**src/rtl/jhtb_pkg.sv**
```systemverilog
// Shared types, codes and helpers for the JPEG Huffman table builder.
// No dependencies.
`timescale 1ns / 1ps
`default_nettype none
package jhtb_pkg;

  localparam int MAX_SYMBOLS_DEF = 256;
  localparam int NUM_LENGTHS_DEF = 16;

  localparam logic [1:0] KIND_ROW     = 2'd0;
  localparam logic [1:0] KIND_CODE    = 2'd1;
  localparam logic [1:0] KIND_IGNORED = 2'd2;

  localparam logic [1:0] STAT_OK    = 2'd0;
  localparam logic [1:0] STAT_MANY  = 2'd1;
  localparam logic [1:0] STAT_OVF   = 2'd2;
  localparam logic [1:0] STAT_AFTER = 2'd3;

  localparam logic [15:0] CODE_SAT = 16'hFFFF;
  localparam logic [16:0] RUN_SAT  = 17'h1FFFF;

  typedef struct packed {
    logic [1:0]         kind;
    logic [4:0]         code_length;
    logic [15:0]        min_code;
    logic signed [16:0] max_code;
    logic [7:0]         first_index;
    logic [7:0]         symbol;
    logic [15:0]        code;
    logic [1:0]         status;
    logic               last;
  } jhtb_result_t;

  // count byte write into the length table
  typedef struct packed {
    logic        en;
    logic [4:0]  pos;
    logic [7:0]  count;
    logic [15:0] min_code;
  } jhtb_wr_t;

  // next non-empty length above the current one
  typedef struct packed {
    logic        hit;
    logic [4:0]  length;
    logic [7:0]  count;
    logic [15:0] min_code;
  } jhtb_look_t;

  function automatic logic [15:0] sat16(input logic [18:0] v);
    return (v > 19'(CODE_SAT)) ? CODE_SAT : v[15:0];
  endfunction

endpackage
`default_nettype wire

```
**src/rtl/jpeg_huffman_table_builder_top.sv**
```systemverilog
// JPEG canonical Huffman table builder: input register, parse core, result register.
// Each request passes the input register, then the result register, before m_tvalid.
// Throughput: one byte per cycle unless m_tvalid stalls; the parse loop is unpipelined.
// Reset (rst, synchronous): parse waits for a new table, both register stages empty.
// Depends on jhtb_pkg and jhtb_core.
`timescale 1ns / 1ps
`default_nettype none
module jpeg_huffman_table_builder_top
  import jhtb_pkg::*;
#(
  parameter int MAX_SYMBOLS = MAX_SYMBOLS_DEF,
  parameter int NUM_LENGTHS = NUM_LENGTHS_DEF
) (
  input  wire logic        clk,
  input  wire logic        rst,
  input  wire logic        s_tvalid,
  output logic             s_tready,
  input  wire logic [7:0]  s_tdata,  // byte_value
  input  wire logic        s_tuser,  // first
  output logic             m_tvalid,
  input  wire logic        m_tready,
  output logic [71:0]      m_tdata,  // code_length, min_code, max_code, first_index,
                                     // symbol, code, status
  output logic [1:0]       m_tuser,  // kind
  output logic             m_tlast   // last
);

  logic         in_valid;
  logic         in_first;
  logic [7:0]   in_byte;
  logic         advance;
  jhtb_result_t res;

  assign advance  = in_valid && (!m_tvalid || m_tready);
  assign s_tready = !in_valid || advance;

  always_ff @(posedge clk) begin
    if (rst) begin
      in_valid <= 1'b0;
    end else if (s_tready) begin
      in_valid <= s_tvalid;
    end
  end

  always_ff @(posedge clk) begin
    if (s_tvalid && s_tready) begin
      in_first <= s_tuser;
      in_byte  <= s_tdata;
    end
  end

  jhtb_core #(
    .MAX_SYMBOLS(MAX_SYMBOLS),
    .NUM_LENGTHS(NUM_LENGTHS)
  ) u_core (
    .clk(clk),
    .rst(rst),
    .step(advance),
    .first(in_first),
    .byte_value(in_byte),
    .res(res)
  );

  always_ff @(posedge clk) begin
    if (rst) begin
      m_tvalid <= 1'b0;
    end else if (advance) begin
      m_tvalid <= 1'b1;
    end else if (m_tready) begin
      m_tvalid <= 1'b0;
    end
  end

  always_ff @(posedge clk) begin
    if (advance) begin
      m_tdata <= {res.status, res.code, res.symbol, res.first_index, res.max_code,
                  res.min_code, res.code_length};
      m_tuser <= res.kind;
      m_tlast <= res.last;
    end
  end

endmodule
`default_nettype wire

```
**src/rtl/jhtb_len_table.sv**
```systemverilog
// Per-length count and minimum-code table with next non-empty length search.
// Depends on jhtb_pkg.
`timescale 1ns / 1ps
`default_nettype none
module jhtb_len_table
  import jhtb_pkg::*;
#(
  parameter int NUM_LENGTHS = NUM_LENGTHS_DEF
) (
  input  wire logic       clk,
  input  wire logic       rst,
  input  wire jhtb_wr_t   wr,
  input  wire logic [4:0] cur_len,
  output jhtb_look_t      look
);

  localparam int IDX_W = (NUM_LENGTHS > 1) ? $clog2(NUM_LENGTHS) : 1;

  logic [7:0]             counts [NUM_LENGTHS];
  logic [15:0]            mins   [NUM_LENGTHS];
  logic [NUM_LENGTHS-1:0] nz;

  always_ff @(posedge clk) begin
    if (wr.en) begin
      counts[wr.pos[IDX_W-1:0]] <= wr.count;
      mins[wr.pos[IDX_W-1:0]]   <= wr.min_code;
    end
  end

  always_ff @(posedge clk) begin
    if (rst) begin
      nz <= '0;
    end else if (wr.en) begin
      nz[wr.pos[IDX_W-1:0]] <= (wr.count != 8'd0);
    end
  end

  always_comb begin
    logic             hit;
    logic [IDX_W-1:0] sel;
    hit = 1'b0;
    sel = '0;
    for (int i = NUM_LENGTHS - 1; i >= 0; i--) begin
      if (nz[i] && (5'(i) >= cur_len)) begin
        hit = 1'b1;
        sel = IDX_W'(i);
      end
    end
    look.hit      = hit;
    look.length   = 5'(sel) + 5'd1;
    look.count    = counts[sel];
    look.min_code = mins[sel];
  end

endmodule
`default_nettype wire

```
**src/rtl/jhtb_core.sv**
```systemverilog
// Parse state and per-byte result logic: decoder rows, symbol codes, then ignored bytes.
// Depends on jhtb_pkg and jhtb_len_table.
`timescale 1ns / 1ps
`default_nettype none
module jhtb_core
  import jhtb_pkg::*;
#(
  parameter int MAX_SYMBOLS = MAX_SYMBOLS_DEF,
  parameter int NUM_LENGTHS = NUM_LENGTHS_DEF
) (
  input  wire logic       clk,
  input  wire logic       rst,
  input  wire logic       step,
  input  wire logic       first,
  input  wire logic [7:0] byte_value,
  output jhtb_result_t    res
);

  logic [4:0]  count_position, count_position_next;
  logic [16:0] running_code, running_code_next;
  logic [11:0] total_symbols, total_symbols_next;
  logic [8:0]  symbol_index, symbol_index_next;
  logic [4:0]  current_length, current_length_next;
  logic [7:0]  remaining, remaining_next;
  logic [15:0] next_code, next_code_next;
  logic [1:0]  error_seen, error_seen_next;

  jhtb_wr_t   wr;
  jhtb_look_t look;

  // effective state, after a restart on the first byte
  logic [4:0]  e_pos;
  logic [16:0] e_run;
  logic [11:0] e_total;
  logic [8:0]  e_sidx;
  logic [4:0]  e_clen;
  logic [7:0]  e_rem;
  logic [15:0] e_next;
  logic [1:0]  e_err;

  assign e_pos   = first ? '0 : count_position;
  assign e_run   = first ? '0 : running_code;
  assign e_total = first ? '0 : total_symbols;
  assign e_sidx  = first ? '0 : symbol_index;
  assign e_clen  = first ? '0 : current_length;
  assign e_rem   = first ? '0 : remaining;
  assign e_next  = first ? '0 : next_code;
  assign e_err   = first ? STAT_OK : error_seen;

  jhtb_len_table #(
    .NUM_LENGTHS(NUM_LENGTHS)
  ) u_len_table (
    .clk(clk),
    .rst(rst),
    .wr(wr),
    .cur_len(e_clen),
    .look(look)
  );

  always_comb begin
    logic [17:0] sum;
    logic [17:0] limit;
    logic [18:0] dbl;
    logic [11:0] tsum;
    logic [8:0]  expected;
    logic [4:0]  clen;
    logic [7:0]  rem;
    logic [15:0] nc;
    logic [1:0]  err;

    sum      = {1'b0, e_run} + 18'(byte_value);
    limit    = 18'd1 << (e_pos + 5'd1);
    dbl      = {sum, 1'b0};
    tsum     = e_total + 12'(byte_value);
    expected = (e_total > 12'(MAX_SYMBOLS)) ? 9'(MAX_SYMBOLS) : e_total[8:0];
    clen     = e_clen;
    rem      = e_rem;
    nc       = e_next;
    err      = e_err;

    res                 = '0;
    wr                  = '0;
    count_position_next = e_pos;
    running_code_next   = e_run;
    total_symbols_next  = e_total;
    symbol_index_next   = e_sidx;
    current_length_next = e_clen;
    remaining_next      = e_rem;
    next_code_next      = e_next;
    error_seen_next     = e_err;

    priority if (e_pos < 5'(NUM_LENGTHS)) begin
      if (sum > limit && err == STAT_OK) err = STAT_OVF;
      if (tsum > 12'(MAX_SYMBOLS) && err == STAT_OK) err = STAT_MANY;
      res.kind        = KIND_ROW;
      res.code_length = e_pos + 5'd1;
      if (byte_value == 8'd0) begin
        res.max_code = 17'h1FFFF;
      end else begin
        res.min_code    = sat16(19'(e_run));
        res.max_code    = 17'(sat16(19'(sum - 18'd1)));
        res.first_index = e_total[7:0];
      end
      wr.en       = step;
      wr.pos      = e_pos;
      wr.count    = byte_value;
      wr.min_code = sat16(19'(e_run));
      running_code_next   = (dbl > 19'(RUN_SAT)) ? RUN_SAT : dbl[16:0];
      total_symbols_next  = tsum;
      count_position_next = e_pos + 5'd1;
      error_seen_next     = err;
      res.last   = (e_pos + 5'd1 >= 5'(NUM_LENGTHS)) && (tsum == 12'd0);
      res.status = err;
    end else if (e_sidx < expected) begin
      if (e_rem == 8'd0) begin
        if (look.hit) begin
          clen = look.length;
          rem  = look.count;
          nc   = look.min_code;
        end else begin
          clen = '0;
          nc   = '0;
        end
      end
      res.kind            = KIND_CODE;
      res.code_length     = clen;
      res.symbol          = byte_value;
      res.code            = nc;
      current_length_next = clen;
      next_code_next      = (nc < CODE_SAT) ? nc + 16'd1 : nc;
      remaining_next      = (rem != 8'd0) ? rem - 8'd1 : rem;
      symbol_index_next   = e_sidx + 9'd1;
      res.last            = (e_sidx + 9'd1 >= expected);
      res.status          = e_err;
    end else begin
      res.kind   = KIND_IGNORED;
      res.status = STAT_AFTER;
    end
  end

  always_ff @(posedge clk) begin
    if (rst) begin
      count_position <= '0;
      running_code   <= '0;
      total_symbols  <= '0;
      symbol_index   <= '0;
      current_length <= '0;
      remaining      <= '0;
      next_code      <= '0;
      error_seen     <= STAT_OK;
    end else if (step) begin
      count_position <= count_position_next;
      running_code   <= running_code_next;
      total_symbols  <= total_symbols_next;
      symbol_index   <= symbol_index_next;
      current_length <= current_length_next;
      remaining      <= remaining_next;
      next_code      <= next_code_next;
      error_seen     <= error_seen_next;
    end
  end

endmodule
`default_nettype wire

```
**config.mk**
```make
export PLATFORM = sky130hd
export DESIGN_NAME = jpeg_huffman_table_builder_top
export DESIGN_NICKNAME = d
export VERILOG_FILES = /design/src/rtl/jhtb_pkg.sv /design/src/rtl/jpeg_huffman_table_builder_top.sv /design/src/rtl/jhtb_len_table.sv /design/src/rtl/jhtb_core.sv
export SDC_FILE = /design/constraint.sdc
export NUM_CORES = 1
export LEC_CHECK = 0
export ABC_AREA = 1
export BUFFER_PORTS_ARGS = -buffer_cell sky130_fd_sc_hd__buf_2
export CAP_MARGIN = 20
export CORE_MARGIN = 3
export CORE_UTILIZATION = 50
export DETAILED_ROUTE_END_ITERATION = 16
export HOLD_SLACK_MARGIN = 0.05
export MAX_ROUTING_LAYER = met4
export PLACE_DENSITY = 0.66
export SYNTH_ARGS = -nofsm -noshare
export SYNTH_HDL_FRONTEND = slang
export SYNTH_HIERARCHICAL = 1
export SYNTH_SLANG_ARGS = --single-unit
export TNS_END_PERCENT = 100
```
**constraint.sdc**
```tcl
create_clock -name clk -period 20.7 [get_ports clk]
set_clock_uncertainty 0.05 [all_clocks]
set_input_delay 2.07 -clock clk [delete_from_list [all_inputs] [get_ports clk]]
set_output_delay 2.07 -clock clk [all_outputs]
set_load 0.1 [all_outputs]
```
== Yosys cells after proc, flatten, opt, wreduce, memory -nomap -nowiden ==
Memory sizes are Yosys's and may differ from the RTL's.
Index checks and enable logic that the tools add are counted.
Storage, ports and cells
  memories kept: 2
  flip-flop bits (word level): 176
  output and inout bits: 77
  input bits: 13
  memory bits (writable): 384
Operators by class
  reductions and logical operators: 36
  muxes and demuxes: 86
  order comparisons: 29
  bitwise operators: 2
  shift-type cells: 1
  add/sub/neg operators: 8
Memories
  u_core.u_len_table.mins: words 16, bits a word 16, read ports 1, clocked after memory_dff 0, wr ports 1, RTL line jhtb_len_table.sv:20  | logic [15:0] mins [NUM_LENGTHS];
  u_core.u_len_table.counts: words 16, bits a word 8, read ports 1, clocked after memory_dff 0, wr ports 1, RTL line jhtb_len_table.sv:19  | logic [7:0] counts [NUM_LENGTHS];
Operators by type and width (number)
  $mux W16: 10
  $mux W17: 4
  $mux W4: 16
  $mux W8: 8
  $mux W5: 9
  $ge A4 B5 Y1 const A: 8
  $mux W9: 4
  $mux W30: 1
  $gt A12 B9 Y1 const B: 2
  $mux W12: 2
  $logic_and A1 B1 Y1: 22
  $mux W1: 22
  $ge A3 B5 Y1 const A: 4
  $gt A19 B16 Y1 const B: 1
  $gt A19 B17 Y1 const B: 1
  $sub A18 B1 Y19 const B: 1
  $add A17 B8 Y18: 1
  $gt A18 B18 Y1: 1
  $shl A1 B5 Y18 const A: 1
  $gt A17 B16 Y1 const B: 1
  $add A16 B1 Y16 const B: 1
  $bwmux W16: 1
  $logic_not A8 Y1: 2
  $lt A16 B16 Y1 const B: 1
  24 further kinds: 38

== Logic depth before layout (Yosys ltp) ==
Gate-level depths: netlist of the first run.
An unclocked memory read counts as a cell.
  depth in word-level cells: 28
  mapped depth: 42
  gate-level depth less buffers: 36

== Cells and area by module ==
The synthesis of the first run kept the hierarchy.
By module, submodules not included
  jhtb_len_table: instances 1, area each 17915.9 um^2, cells an instance 1709, sequential area each 11851.4 um^2
  jhtb_core: instances 1, area each 9051.2 um^2, cells an instance 1556, sequential area each 1481.4 um^2
  jpeg_huffman_table_builder_top: instances 1, area each 2613.8 um^2, cells an instance 96, sequential area each 2562.5 um^2

== Worst setup path after synthesis of the first run ==
OpenSTA, ideal clock, no wires.
  kind: input to register
  from: input m_tready
  to: register u_core.u_len_table.nz[0]
  slack: 10.229 ns
  arrival time: 10.294 ns
  stages: 9
  data required time: 20.522 ns
  setup time: 0.128 ns
  path buffers: 1
  cell sequence: inv_1 a21oi_1 clkinv_1 nor2_1 clkbuf_1 clkinv_1 nor3_1 mux2i_1 nor2_1
RTL lines
  start, declared: RTL line jpeg_huffman_table_builder_top.sv:21  | input wire logic m_tready,
  end signal, assigned by index: RTL line jhtb_len_table.sv:34  | nz[wr.pos[IDX_W-1:0]] <= (wr.count != 8'd0);
  end, declared: RTL line jhtb_len_table.sv:21  | logic [NUM_LENGTHS-1:0] nz;

==> results.txt, run 1 <==
worst slew pin tran: 1.13 ns
R2R setup slack: 14.08 ns
# DRC: 0
Synth Warn #: 6
hold path start: u_core/symbol_index[5]$_SDFFE_PP0P_
syn_area_per_cell: 8.80 um2
Core Region: 58,100 um2
crit start category: flip-flop
setup repair after global routing missed its margin: false
CP peak stage delay: 0.60 ns
Final setup viols: 0
Via Count: 23.7k
vias in the first global route: 22.0k
Cell Area, Placed: 30,700 um2
CTS Buf Count: 59
die width: 249 um
fraction of layout cells with a size suffix above 1: 10.9%
1st-pass router iterations: 6
Slew Viols, Final: 0
Hold Path Depth: 2
CP required: 21.23 ns
Crit Path Max Fanout: 119
final hold vios: 0
Port Buffers: 89
Worst path slowest cell: nor2_1
final worst setup slack: 14.08 ns
CP bufs+invs: 6
Slew Limit Headroom: 23.8%
area delta synth->final: 10.7%
nets: 3,481
reg2reg path depth: 32
Max Root-Sink Buffers: 3
most used cell, CP: nand2_1
hold worst-path end: u_core/symbol_index[5]$_SDFFE_PP0P_
GRT overflow: 0
GP Congestion: 0.926
first-pass GRT wire length: 130,000 um
cells after synthesis: 3,360
FP Rows: 88
1st-iter DRT viols: 2,409
die area: 62,100 um2
number of nets with antenna violations after routing: 0
drt wl/cell: 19.9 um
CTS Root Cell: clkbuf_16
Min-Delay Path Class: flip-flop to flip-flop
# hold bufs at CTS: 0
worst slack, placed: 14.21 ns
Critical Path Sink Type: flip-flop
worst reg2reg endpoint: u_core/next_code[10]$_SDFFE_PP0P_
CTS tree: yes
CP top delay family: simple AND/OR/NAND/NOR gates
initial core utilization: 50.9%
Tcrit/Tclk final: 32.0%
hpwl dp: 52,600 um
Lkg Pwr: 14.1 nW
max-cap viol count: 0
Synth Cell Area: 29,600 um2
Power Density: 81.1 nW/um2
Post-Route WL: 83,900 um
Overall Global Routing Usage: 27.4%
Setup TNS Final: 0 ns
vias per std cell: 5.62
Ports: 90
status: finished, final reports clean
fillers: 5,249
critical path type: flip-flop to flip-flop
worst r2r src: in_first$_DFFE_PP_
Syn Nets: 3,434
Max IR drop VDD: 0.0696 mV
initial antenna violation count: 0
clk slew on worst S/H paths: 0.06 ns
clock period minus worst slack: 6.62 ns
Worst-Skew Late Latency: 0.65 ns
largest net degree at the start of global routing: 120
Antenna Cells: 0
Die H: 249 um
worst endpoint data arrival time: 7.15 ns
post-route cell area: 32,800 um2
achievable frequency: 0.151 GHz
CTS sink count: 560
post-CTS resize count: 0
postcts setup bufs: 0
H-Tree Depth: 2
-- state kept, by name (all words and copies together) (netlist names), 5 cells and up --
signal                     count
u_core/remaining               8
u_core/u_len_table/mins      256
in_byte                        8
u_core/total_symbols          12
m_tdata                       72
u_core/u_len_table/counts    128
u_core/current_length          5
u_core/running_code           17
u_core/count_position          5
u_core/u_len_table/nz         16
u_core/symbol_index            9
u_core/next_code              16
-- worst register-to-register path: cells and delay by family (launching register included) --
| family | cells | cell delay, ns |
|---|---|---|
| flops | 1 | 0.35 |
| buf+inv | 6 | 1.41 |
| compound gates | 3 | 0.60 |
| simple gates | 23 | 4.15 |
-- through the flow --
| step | hold slack, ns | std cells | util, % | total power [W] |
|---|---|---|---|---|
| 6_report | 0.418 | 4219 | 56.3 | 0.00265 |
| 3_5_place_dp | 0.403 | 4106 | 52.9 | 0.00161 |
| 5_1_grt | 0.433 | 4219 | 56.3 | 0.00275 |
| 4_1_cts | 0.410 | 4214 | 56.2 | 0.00267 |
| 2_1_floorplan | 0.380 | 3360 | - | 0.00152 |
| 3_3_place_gp | 0.395 | 4104 | 52.9 | 0.00161 |
-- worst max-delay path by stage --
stage / from / to / slack [ns] / depth (start not counted)
floorplan: m_tready / u_core/u_len_table/nz[0]$_SDFFE_PP0P_ / 10.23 / 9
detailed placement: in_first$_DFFE_PP_ / u_core/next_code[10]$_SDFFE_PP0P_ / 14.21 / 32
global route: in_first$_DFFE_PP_ / u_core/next_code[10]$_SDFFE_PP0P_ / 13.60 / 34
CTS: in_first$_DFFE_PP_ / u_core/next_code[10]$_SDFFE_PP0P_ / 14.20 / 32
global placement: in_first$_DFFE_PP_ / u_core/next_code[10]$_SDFFE_PP0P_ / 14.33 / 34
finish: in_first$_DFFE_PP_ / u_core/next_code[10]$_SDFFE_PP0P_ / 14.08 / 32
-- cell type report --
class	instances	area, um2	area share, %
inverters	589	2210	6.76
repair buffers	144	888	2.71
multi-input cells	2053	10900	33.1
well taps	765	957	2.92
flip-flops and latches	560	15900	48.5
clock buffers	68	1510	4.61
clock inverters	40	435	1.33
-- placed cells by master (no fill, tap or decap), drive strengths merged, types with 92 or more instances in the layout --
master / instances
nand2: 656
inv: 583
o21ai: 115
edfxtp: 468
nor2: 292
nand3: 529
a21oi: 106
nand3b: 99
buf: 141
dfxtp: 92
-- where the power goes --
part           total, W  internal (W)  switching (W)
clock           0.00106      0.000611       0.000452
combinational  0.000326     0.0000740       0.000252
sequential      0.00127       0.00125      0.0000130
-- layer usage --
metal	global-route usage, %	vias to the layer above	wire [um]
met1	39.0	11441	37300
met3	2.89	139	6030
met2	41.7	896	38400
met4	8.01	0	2180
met5	-	-	0
li1	-	11218	-
(Power assumes the default switching activity.)
==> run 2, diff against run 1 <==
- clock period: 20.7 -> 6.1 ns (I/O delays scaled with it)
==> results.txt, run 2 (synthesis results as in run 1) <==
met2 routed WL: 38,400 um (-0.21%)
Post-Route WL: 85,100 um (+1.4%)
CP bufs+invs: 7 (+1)
fraction of layout cells with a size suffix above 1: 11.0% (+0.11 points)
CTS tree: yes
worst slack, placed: 0.779 ns (-13.43 ns)
Port Buffers: 89 (unchanged)
CP peak stage delay: 0.51 ns (-0.09 ns)
final hold vios: 0 (unchanged)
worst slew pin tran: 1.09 ns (-0.0389 ns)
Die H: 249 um (unchanged)
Core Region: 58,100 um2 (unchanged)
setup repair after global routing missed its margin: false
fillers: 5,266 (+0.32%)
Max Root-Sink Buffers: 3 (unchanged)
Overall Global Routing Usage: 27.6% (+0.23 points)
number of nets with antenna violations after routing: 0 (unchanged)
Slew Viols, Final: 0 (unchanged)
Max IR drop VDD: 0.231 mV (+230%)
1st-pass router iterations: 6 (unchanged)
Setup TNS Final: 0 ns (unchanged)
initial core utilization: 50.9% (unchanged)
Crit Path Max Fanout: 68 (-43%)
CTS sink count: 560 (unchanged)
hold worst-path end: in_byte[5]$_DFFE_PP_
hpwl dp: 54,600 um (+3.8%)
max FFs per register: 256 (unchanged)
GRT overflow: 0 (unchanged)
Power Internal: 0.00646 W (+230%)
post-CTS resize count: 0 (unchanged)
NetSw: 0.00241 W (+240%)
DR WL met3: 6410 um (+6.4%)
vias per std cell: 5.63 (+0.18%)
R2R setup slack: 0.69 ns (-13.39 ns)
Tcrit/Tclk final: 88.6% (+57 points)
total power: 0.00886 W (+230%)
CP top delay family: simple AND/OR/NAND/NOR gates
initial antenna violation count: 1 (+1)
Net Sw Frac: 27.2% (+0.14 points)
status: finished, final reports clean
first-pass GRT wire length: 131,000 um (+0.24%)
nets: 3,486 (+0.14%)
multi-input logic area: 10,900 um2 (unchanged)
1st-iter DRT viols: 2,144 (-11%)
Hold Path Depth: 1 (-1)
Flop pwr share: 48.5% (+0.8 points)
flip-flop and latch area: 15,900 um2 (unchanged)
reg2reg path depth: 29 (-9.4%)
hold path start: s_tdata[5]
Clk pwr share: 39.1% (-0.9 points)
most frequent cells in the layout: nand2_1 (614), inv_1 (560), nand3_1 (512), edfxtp_1 (468), nor2_1 (258)
CP required: 6.62 ns (-14.61 ns)
Power Density: 270 nW/um2 (+230%)
achievable frequency: 0.185 GHz (+22%)
area delta synth->final: 10.9%
Worst path slowest cell: nor2_1
Slew Limit Headroom: 26.9% (+3.1 points)
clock period minus worst slack: 5.41 ns (-1.21 ns)
die width: 249 um (unchanged)
max-cap viol count: 0 (unchanged)
Ports: 90 (unchanged)
Worst-Skew Late Latency: 0.65 ns (about the same)
# hold bufs at CTS: 0 (unchanged)
clk slew on worst S/H paths: 0.06 ns (about the same)
Final setup viols: 0 (unchanged)
CTS Buf Count: 58 (-1.7%)
postcts setup bufs: 0 (unchanged)
most common cell after layout, fill and taps aside: nand2_1
Fin Hold WS: 0.104 ns (-0.313 ns)
CTS Root Cell: clkbuf_16
worst endpoint data arrival time: 5.93 ns (-1.22 ns)
worst reg2reg endpoint: u_core/next_code[3]$_SDFFE_PP0P_
GP Congestion: 0.944 (+2.0%)
Lkg Pwr: 14.1 nW (+0.22%)
die area: 62,100 um2 (unchanged)
Critical Path Sink Type: flip-flop
Comb power frac: 12.4% (about the same)
H-Tree Depth: 2 (unchanged)
Min-Delay Path Class: input port to flip-flop
drt wl/cell: 20.2 um (+1.3%)
critical path type: flip-flop to flip-flop
crit start category: flip-flop
# DRC: 0 (unchanged)
Via Count: 23.8k (+0.25%)
Top Layer Used: met4
final worst setup slack: 0.693 ns (-13.39 ns)
worst r2r src: in_first$_DFFE_PP_
largest net degree at the start of global routing: 185 (+54%)
vias in the first global route: 22.6k (+2.5%)
FP Rows: 88 (unchanged)
met1 WL: 38,400 um (+2.9%)
## run 2: metal layers
layer | GRT usage (%) | up-vias
li1 | - | 11222
met1 | 38.9 | 11462
met2 | 42.2 | 923
met3 | 4.25 | 146
met4 | 6.76 | 0
met5 | - | -
## run 2: worst max-delay path by stage
stage / from / endpoint / slack (ns) / depth (start not counted)
6_report: in_first$_DFFE_PP_ / u_core/next_code[3]$_SDFFE_PP0P_ / 0.69 / 29
5_1_grt: in_first$_DFFE_PP_ / u_core/next_code[15]$_SDFFE_PP0P_ / 0.17 / 28
4_1_cts: in_first$_DFFE_PP_ / u_core/next_code[10]$_SDFFE_PP0P_ / 0.78 / 31
3_5_place_dp: in_first$_DFFE_PP_ / u_core/next_code[10]$_SDFFE_PP0P_ / 0.78 / 31
3_3_place_gp: in_first$_DFFE_PP_ / u_core/next_code[10]$_SDFFE_PP0P_ / 0.96 / 31
2_1_floorplan: m_tvalid$_SDFFE_PP0P_ / u_core/u_len_table/nz[0]$_SDFFE_PP0P_ / 0.08 / 8
## run 2: power by group through the flow
stage	Combinational, W	Clock [W]	Sequential (W)
2_1_floorplan	0.000617	0	0.00454
3_3_place_gp	0.00107	0	0.00437
3_5_place_dp	0.00108	0	0.00437
4_1_cts	0.00108	0.00352	0.00429
5_1_grt	0.00120	0.00367	0.00430
6_report	0.00110	0.00347	0.00429
## run 2: final cells by class
| class | instances | area share [%] |
|---|---|---|
| diodes | 2 | 0.0153 |
| inverters | 589 | 6.75 |
| clock buffers | 83 | 5.12 |
| well taps | 765 | 2.92 |
| repair buffers | 150 | 3.09 |
| clock inverters | 20 | 0.553 |
| flip-flops and latches | 560 | 48.5 |
| multi-input cells | 2053 | 33.1 |
## run 2: per-stage QoR
stage | std cells | instance area, um2 | utilization (%)
floorplan | 3360 | 29600 | -
finish | 4222 | 32800 | 56.4
global route | 4221 | 32800 | 56.4
CTS | 4212 | 32700 | 56.3
global placement | 4107 | 30800 | 53.0
detailed placement | 4109 | 30900 | 53.1
## run 2: worst reg2reg max path: cells and delay by family, from the launching register on
kind	cells	cell delay [ns]
AOI/OAI and AO/OA	4	0.76
and+or+nand+nor	18	3.08
DFF	1	0.49
buffers and inverters	7	0.96
==> run 3, diff against run 2 <==
--- a/config.mk
+++ b/config.mk
@@ -16,2 +16,3 @@
 export PLACE_DENSITY = 0.66
+export REMOVE_ABC_BUFFERS = 1
 export SYNTH_ARGS = -nofsm -noshare
==> constraint.sdc (replaced) <==
create_clock -name clk -period 6.5 [get_ports clk]
set_clock_uncertainty 0.05 [all_clocks]
set_input_delay 0.65 -clock clk [delete_from_list [all_inputs] [get_ports clk]]
set_output_delay 0.65 -clock clk [all_outputs]
set_load 0.01 [all_outputs]
==> results.txt, run 3 (synthesis results as in run 1) <==
Ports: 90 (unchanged)
worst slew pin tran: 1.13 ns (+0.0426 ns)
most frequent cells in the layout: nand2_1 (614), inv_1 (560), nand3_1 (512), edfxtp_1 (468), nor2_1 (258)
worst endpoint data arrival time: 5.81 ns (-0.12 ns)
worst slack, placed: 1.27 ns (+0.492 ns)
Worst path slowest cell: edfxtp_1
achievable frequency: 0.187 GHz (+1.2%)
Crit Path Max Fanout: 69 (+1.5%)
Tcrit/Tclk final: 82.2% (-6.5 points)
Post-Route WL: 87,200 um (+2.5%)
GRT overflow: 0 (unchanged)
status: finished, final reports clean
Overall Global Routing Usage: 28.3% (+0.66 points)
multi-input logic area: 10,900 um2 (unchanged)
post-route cell area: 32,800 um2 (about the same)
initial core utilization: 50.9% (unchanged)
Cell Area, Placed: 30,900 um2 (+0.11%)
most common cell after layout, fill and taps aside: nand2_1
worst r2r src: in_first$_DFFE_PP_
most used cell, CP: nand2_1
crit start category: flip-flop
max-cap viol count: 0 (unchanged)
Max Root-Sink Buffers: 3 (unchanged)
area delta synth->final: 11.0% (about the same)
GP Congestion: 0.931 (-1.4%)
Min-Delay Path Class: input port to flip-flop
CP peak stage delay: 0.56 ns (+0.05 ns)
clock period minus worst slack: 5.34 ns (-0.0648 ns)
Core Region: 58,100 um2 (unchanged)
Slew Viols, Final: 0 (unchanged)
final worst setup slack: 1.16 ns (+0.465 ns)
Critical Path Source: in_first$_DFFE_PP_
Via Count: 23.8k (+0.17%)
Max IR drop VDD: 0.223 mV (-3.3%)
Final setup viols: 0 (unchanged)
Fin Hold WS: 0.156 ns (+0.0518 ns)
# DRC: 0 (unchanged)
FP Rows: 88 (unchanged)
initial antenna violation count: 0 (-1)
setup repair after global routing missed its margin: false
# hold bufs at CTS: 0 (unchanged)
CTS Buf Count: 58 (unchanged)
1st-iter DRT viols: 2,535 (+18%)
post-CTS resize count: 0 (unchanged)
max FFs per register: 256 (unchanged)
drt wl/cell: 20.6 um (+2.3%)
fillers: 5,154 (-2.1%)
CTS tree: yes
largest net degree at the start of global routing: 185 (unchanged)
1st-pass router iterations: 6 (unchanged)
hold path start: s_tdata[2]
nets: 3,489 (+0.086%)
vias per std cell: 5.63 (about the same)
die area: 62,100 um2 (unchanged)
CP required: 6.97 ns (+0.35 ns)
critical path type: flip-flop to flip-flop
Lkg Pwr: 14.2 nW (+0.14%)
vias in the first global route: 22.6k (-0.031%)
H-Tree Depth: 2 (unchanged)
postcts setup bufs: 0 (unchanged)
Die H: 249 um (unchanged)
Worst-Skew Late Latency: 0.64 ns (about the same)
first-pass GRT wire length: 133,000 um (+1.8%)
Critical Path Sink Type: flip-flop
Port Buffers: 89 (unchanged)
clk slew on worst S/H paths: 0.06 ns (about the same)
hpwl dp: 55,500 um (+1.6%)
Slew Limit Headroom: 24.2% (-2.8 points)
number of nets with antenna violations after routing: 0 (unchanged)
Power Density: 248 nW/um2 (-8.2%)
CTS Root Cell: clkbuf_16
flip-flop and latch area: 15,900 um2 (unchanged)
final hold vios: 0 (unchanged)
fraction of layout cells with a size suffix above 1: 11.1% (+0.090 points)
die width: 249 um (unchanged)
CTS sink count: 560 (unchanged)
==> run 3: changes by cell type in the layout (fill, tap and decap cells not counted), moves of 3 or more <==
cell / previous run / this run
clkinv_2: 9 / 16
clkbuf_8: 6 / 1
clkbuf_16: 62 / 58
clkinv_1: 12 / 22
clkbuf_1: 16 / 10
bufinv_16: 1 / 4
==> run 3: critical path: cells and delay by family, from the launching register on <==
family	cells	cell delay, ns
buf+inv	5	0.45
simple gates	19	2.83
compound gates	4	1.09
fa+ha+maj	1	0.27
flops	1	0.56
==> run 3: worst paths after layout <==
check / to / slack (ns) / cells after the start
worst min-delay path: in_byte[2]$_DFFE_PP_ / 0.16 / 1
worst max-delay path: u_core/next_code[3]$_SDFFE_PP0P_ / 1.16 / 29
worst min register to register: u_core/total_symbols[2]$_SDFFE_PP0P_ / 0.41 / 2
worst max register to register: u_core/next_code[3]$_SDFFE_PP0P_ / 1.16 / 29
==> run 3: stage by stage <==
stage | utilization, % | cells | setup TNS (ns) | total power (W)
after global routing | 56.5 | 4228 | 0 | 0.00844
final | 56.5 | 4230 | 0 | 0.00815
after CTS | 56.3 | 4218 | 0 | 0.00819
after detailed placement | 53.1 | 4110 | 0 | 0.00497
after global placement | 53.0 | 4106 | 0 | 0.00495
after floorplan | - | 3202 | -3208.36 | 0.00466
==> run 3: power breakdown <==
group          internal (W)  switching, W
Sequential          0.00399     0.0000402
Combinational      0.000234      0.000648
Clock               0.00180       0.00143
Total               0.00602       0.00212
==> run 3: metal layers <==
layer / up-vias / wire length (um) / track usage [%]
met5: - / 0 / -
met4: 0 / 2890 / 9.22
met3: 163 / 6530 / 3.93
met2: 933 / 39700 / 43.5
met1: 11457 / 38000 / 38.9
li1: 11241 / - / -
==> run 3: final cells by class <==
class / instances / area share (%)
Sequential cell: 560 / 48.4
Clock buffer: 68 / 4.54
Multi-Input combinational cell: 2053 / 33.1
Timing Repair Buffer: 153 / 3.29
Antenna cell: 2 / 0.0152
Clock inverter: 40 / 1.02
Tap cell: 765 / 2.92
Inverter: 589 / 6.75
